## src/hw/rtl/mi3_pkg.sv

```systemverilog
`default_nettype none
package mi3_pkg;

  // entry and intermediate widths
  localparam int unsigned EW = 16;   // input entry, Q2.14
  localparam int unsigned PW = 32;   // product of two entries
  localparam int unsigned AW = 33;   // cofactor
  localparam int unsigned DW = 50;   // determinant, signed
  localparam int unsigned RW = 49;   // divisor and remainder, unsigned
  localparam int unsigned NW = 63;   // scaled numerator
  localparam int unsigned QW = 32;   // quotient, Q16.16
  localparam int unsigned TW = 31;   // det_threshold
  localparam int unsigned SW = 15;   // sym_tolerance
  localparam int unsigned NE = 9;    // entries of a 3x3 matrix

  // divider pipeline: one setup stage, then one quotient bit per stage
  localparam int unsigned NS = QW + 1;

  // register indexes
  localparam logic CFG_DET_THR = 1'b0;
  localparam logic CFG_SYM_TOL = 1'b1;

  localparam logic [TW-1:0] DET_THR_RST = TW'(268);
  localparam logic [SW-1:0] SYM_TOL_RST = SW'(1);

  // adjugate entry k = m[A]*m[B] - m[C]*m[D], k = row*3 + col, entries row-major
  localparam int unsigned CF_A [NE] = '{4, 7, 5, 5, 8, 3, 3, 6, 4};
  localparam int unsigned CF_B [NE] = '{8, 2, 1, 6, 0, 2, 7, 1, 0};
  localparam int unsigned CF_C [NE] = '{5, 8, 4, 3, 6, 5, 4, 7, 3};
  localparam int unsigned CF_D [NE] = '{7, 1, 2, 8, 2, 0, 6, 0, 1};

  typedef logic [NE-1:0][EW-1:0] mat_t;
  typedef logic [2:0][EW-1:0]    row_t;
  typedef logic [NE-1:0][AW-1:0] adj_t;

  typedef struct packed {
    row_t row0;
    adj_t adj;
  } cof_t;

  typedef struct packed {
    adj_t          adj;
    logic [DW-1:0] det;
    logic          ok;
  } dsum_t;

  typedef struct packed {
    logic [NE-1:0][RW-1:0] rem;
    logic [NE-1:0][QW-1:0] nq;
    logic [NE-1:0]         ovf;
    logic [NE-1:0]         neg;
    logic [RW-1:0]         d;
    logic                  ok;
  } div_st_t;

  typedef struct packed {
    logic [NE-1:0][QW-1:0] q;
    logic [NE-1:0]         ovf;
    logic [NE-1:0]         neg;
    logic                  ok;
  } div_res_t;

endpackage
`default_nettype wire

```

## src/hw/rtl/mi3_det.sv

```systemverilog
`default_nettype none
module mi3_det (
  input  wire logic                   clk,
  input  wire logic                   rst_n,
  input  wire logic [mi3_pkg::TW-1:0] det_thr,
  input  wire logic                   i_valid,
  output logic                        i_ready,
  input  wire mi3_pkg::cof_t          i_data,
  output logic                        o_valid,
  input  wire logic                   o_ready,
  output mi3_pkg::dsum_t              o_data
);
  import mi3_pkg::*;

  localparam int unsigned XW = EW + AW;

  logic [1:0]              v_r;
  logic [1:0]              ld;
  logic [2:0][XW-1:0]      dp_r, dp_nxt;
  adj_t                    adj_r;
  dsum_t                   out_r, out_nxt;
  logic signed [DW-1:0]    det_s;
  logic signed [DW-1:0]    thr_s;

  always_comb begin
    ld[1] = !v_r[1] || o_ready;
    ld[0] = !v_r[0] || ld[1];
  end
  assign i_ready = ld[0];
  assign o_valid = v_r[1];
  assign o_data  = out_r;

  // first-row expansion products
  always_comb begin
    dp_nxt[0] = XW'($signed(i_data.row0[0]) * $signed(i_data.adj[0]));
    dp_nxt[1] = XW'($signed(i_data.row0[1]) * $signed(i_data.adj[3]));
    dp_nxt[2] = XW'($signed(i_data.row0[2]) * $signed(i_data.adj[6]));
  end

  // determinant sum and threshold test
  always_comb begin
    det_s = $signed({{(DW-XW){dp_r[0][XW-1]}}, dp_r[0]}) +
            $signed({{(DW-XW){dp_r[1][XW-1]}}, dp_r[1]}) +
            $signed({{(DW-XW){dp_r[2][XW-1]}}, dp_r[2]});
    thr_s = $signed({{(DW-TW-14){1'b0}}, det_thr, 14'b0});
    out_nxt.adj = adj_r;
    out_nxt.det = det_s;
    out_nxt.ok  = (det_s > 0) && (det_s >= thr_s);
  end

  always_ff @(posedge clk) begin
    if (!rst_n) begin
      v_r <= '0;
    end else begin
      if (ld[0]) v_r[0] <= i_valid;
      if (ld[1]) v_r[1] <= v_r[0];
    end
  end

  always_ff @(posedge clk) begin
    if (ld[0]) begin
      dp_r  <= dp_nxt;
      adj_r <= i_data.adj;
    end
    if (ld[1]) out_r <= out_nxt;
  end

endmodule
`default_nettype wire

```

## config.mk

```make
export PLATFORM = sky130hd
export DESIGN_NAME = mi3_det
export DESIGN_NICKNAME = d
export VERILOG_FILES = /design/src/hw/rtl/mi3_pkg.sv /design/src/hw/rtl/mi3_det.sv
export SDC_FILE = /design/constraint.sdc
export NUM_CORES = 2
export LEC_CHECK = 0
export BUFFER_PORTS_ARGS = -buffer_cell sky130_fd_sc_hd__buf_2
export CAP_MARGIN = 20
export CORE_ASPECT_RATIO = 0.9
export CORE_UTILIZATION = 62
export DETAILED_ROUTE_END_ITERATION = 16
export GPL_TIMING_DRIVEN = 1
export PLACE_DENSITY_LB_ADDON = 0.25
export SYNTH_ARGS = -nofsm -noshare
export SYNTH_HDL_FRONTEND = slang
export SYNTH_SLANG_ARGS = --single-unit
```

## constraint.sdc

```tcl
create_clock -name clk -period 19.42 [get_ports clk]
set_input_delay 3.884 -clock clk [delete_from_list [all_inputs] [get_ports clk]]
set_output_delay 3.884 -clock clk [all_outputs]
set_load 0.03 [all_outputs]
```

==> run metrics <==
cell area after synthesis=0.08319 mm²; Final Max Slew Viols=0; Synth Net Count=around 10000; CTS resizes=0; Critical-path top delay cell=buf_2; CP Capture Type=flop; final wirelength=236500 µm; first-pass GRT wire length=362300 µm; Async SR Flop Fraction=0; CP max FO=33; HP Start=adj_r[100]$_DFFE_PP_; CP Class=in -> reg; number of synthesized flops with an enable pin=approximately 790; final setup margin=8.529 ns; hpwl dp=184200 µm; Slew HR=0.2454; Worst Tran Pin Value=1.128 ns; period utilization=0.5608; Initial Util=0.6247; GP Congestion=0.9851; FMAX=roughly 92 MHz; # rows=127; Synth Instances=7603; drt wl/cell=approximately 24 µm; Worst Setup EP=dp_r[45]$_DFFE_PP_; Yosys warning total=0; CTS tree=yes; Final Setup Violations=0; layout cell share with drive strength beyond 1=0.1111; TritonRoute pass-1 iters=12; antenna violations before repair=24; Arr. time, crit path=11.32 ns; startpoint types=input port; reg2reg end=o_data[0]$_DFFE_PP_; Mapped Avg Cell Area=10.94 µm²; gr ovfl total=0; CTS max path bufs=3; cells along the critical path=buf_2, nand2_1, fa_1, fa_1, fa_1, inv_1, fa_1, fa_1, inv_1, fa_1, inv_1, ha_1, a21oi_1, o21ai_0, or3_1, o21ba_2, o21ai_0, o311ai_1, o211ai_1, nand2b_1, a21boi_1, mux2i_1, o2111ai_1; failing checks=DRC; largest net degree at the start of global routing=163; most used cell, CP=fa_1; Critical Path Start=i_data[298]; CTS Root Cell=clkbuf_16; CTS sink cnt=794; cell count of the worst reg-to-reg path=20; initial drt markers=~4900; Worst R2R Setup Slack=roughly 13 ns; H-tree levels=3; CP max stage delay=0.63 ns; synth unique cells=85; Antenna Nets Post-Route=0; total vias in the final route=57166; ys flop type=edfxtp_1; PortBufs=729; HP Class=reg -> reg; total of max-cap violations=0; Final min period=10.89 ns; hold_buf cts=0; RSZ-0062 raised after global routing=no; post-layout net count=between 10000 and 15000; Final Hold Vio Count=0; worst r2r src=dp_r[99]$_DFFE_PP_; GRT Total Usage=0.3597; skew final=0.04319 ns; Die H=349.5 µm; Worst-path clk slew=0.07 ns; clock latency on the worst-skew pair=0.73 ns; post-CTS setup buffer count=0; required time worst endpoint=~20 ns; status=finished, violations left; Seq cells post-synth=around 790; Post-route DRC=4; full die area=0.1356 mm²; # fillers=9991; boundary pin count=between 700 and 800; Fin Setup TNS=0 ns; sequential area share after synthesis=0.2864; die width=388.1 µm; area grow syn2layout=9.459%; TritonCTS Buffers=85; pre-CTS WS=about 8.1 ns; drt via density=5.715; core area=~0.13 mm²; vias in the first global route=60424
## critical path: cells and delay by family
kind	cells	cell delay (ns)
simple gates	3	0.72
buf+inv	4	0.80
fa+ha+maj	7	3.42
mux	1	0.24
compound gates	8	2.19
## cells in the final DEF, fill, tap and decap left out, types with 85 or more instances in the layout
| master | n |
|---|---|
| edfxtp_1 | 792 |
| clkbuf_16 | 85 |
| nand2_1 | 959 |
| o21ai_0 | 96 |
| xnor2_1 | 140 |
| a21oi_1 | 179 |
| a21o_1 | 93 |
| buf_2 | 729 |
| ha_1 | 427 |
| fa_1 | 1550 |
| and2_1 | 638 |
| inv_1 | 1750 |
| nor2_1 | 185 |
## final cells by class
class | instances | area (µm²) | share of cell area
Multi-Input combinational cell | 4783 | 51740 | 0.5683
Sequential cell | 794 | 23820 | 0.2616
Inverter | 1751 | 6580 | 0.07226
Timing Repair Buffer | 760 | 3914 | 0.04298
Tap cell | 1741 | 2178 | 0.02392
Clock buffer | 98 | 2176 | 0.02390
Clock inverter | 60 | 601.8 | 0.006609
Antenna cell | 16 | 40.04 | 0.0004397
## state kept, by name, indices dropped and copies added, names as in the netlist
signal	count
o_data	348
dp_r	147
adj_r	297
v_r	2
## worst min path at each step
stage | end | cells after the start
after floorplan | o_data[100]$_DFFE_PP_ | 0
after global placement | o_data[214]$_DFFE_PP_ | 0
after detailed placement | o_data[107]$_DFFE_PP_ | 0
after CTS | o_data[151]$_DFFE_PP_ | 0
after global routing | o_data[305]$_DFFE_PP_ | 0
final | o_data[151]$_DFFE_PP_ | 0
## synthesized netlist by cell type (93+ instances only)
master	count	area share
clkbuf_1	263	0.012
fa_1	1550	0.37
nand2_1	960	0.043
ha_1	427	0.064
edfxtp_1	792	0.29
o21ai_0	96	0.0058
xnor2_1	140	0.015
a21oi_1	179	0.011
a21o_1	93	0.0084
inv_1	1751	0.079
and2_1	638	0.048
nor2_1	185	0.0083
## per-layer routing
metal	wire, µm	vias to the layer above	global-route usage
li1	-	24369	-
met1	88570	29220	0.4699
met2	111300	2938	0.5733
met3	23060	619	0.08089
met4	13500	20	0.1761
met5	132	-	0
## cells by family after synthesis
family	count (synthesis)	synth area share
muxes	3	0.0003610
and+or+nand+nor	2019	0.1172
xor gates and xnor gates	194	0.02043
buffers and inverters	2026	0.09170
adders and majority gates	1977	0.4372
DFF	794	0.2864
AOI/OAI and AO/OA	590	0.04676
## metrics by stage
step                      hold slack [ns]  cell area [µm²]  std cells  utilization
after floorplan                    0.4003            83190       7603            -
after global placement             0.4004            88200       9826       0.6623
after detailed placement           0.4045            88210       9828       0.6625
after CTS                          0.3982            90990       9986       0.6833
after global routing               0.4053            91020       9988       0.6835
final                              0.3996            91060      10003       0.6838
Power is left out: the tool's default activity adds up to more than one toggle a clock period on the data nets, which glitch-free logic cannot reach.
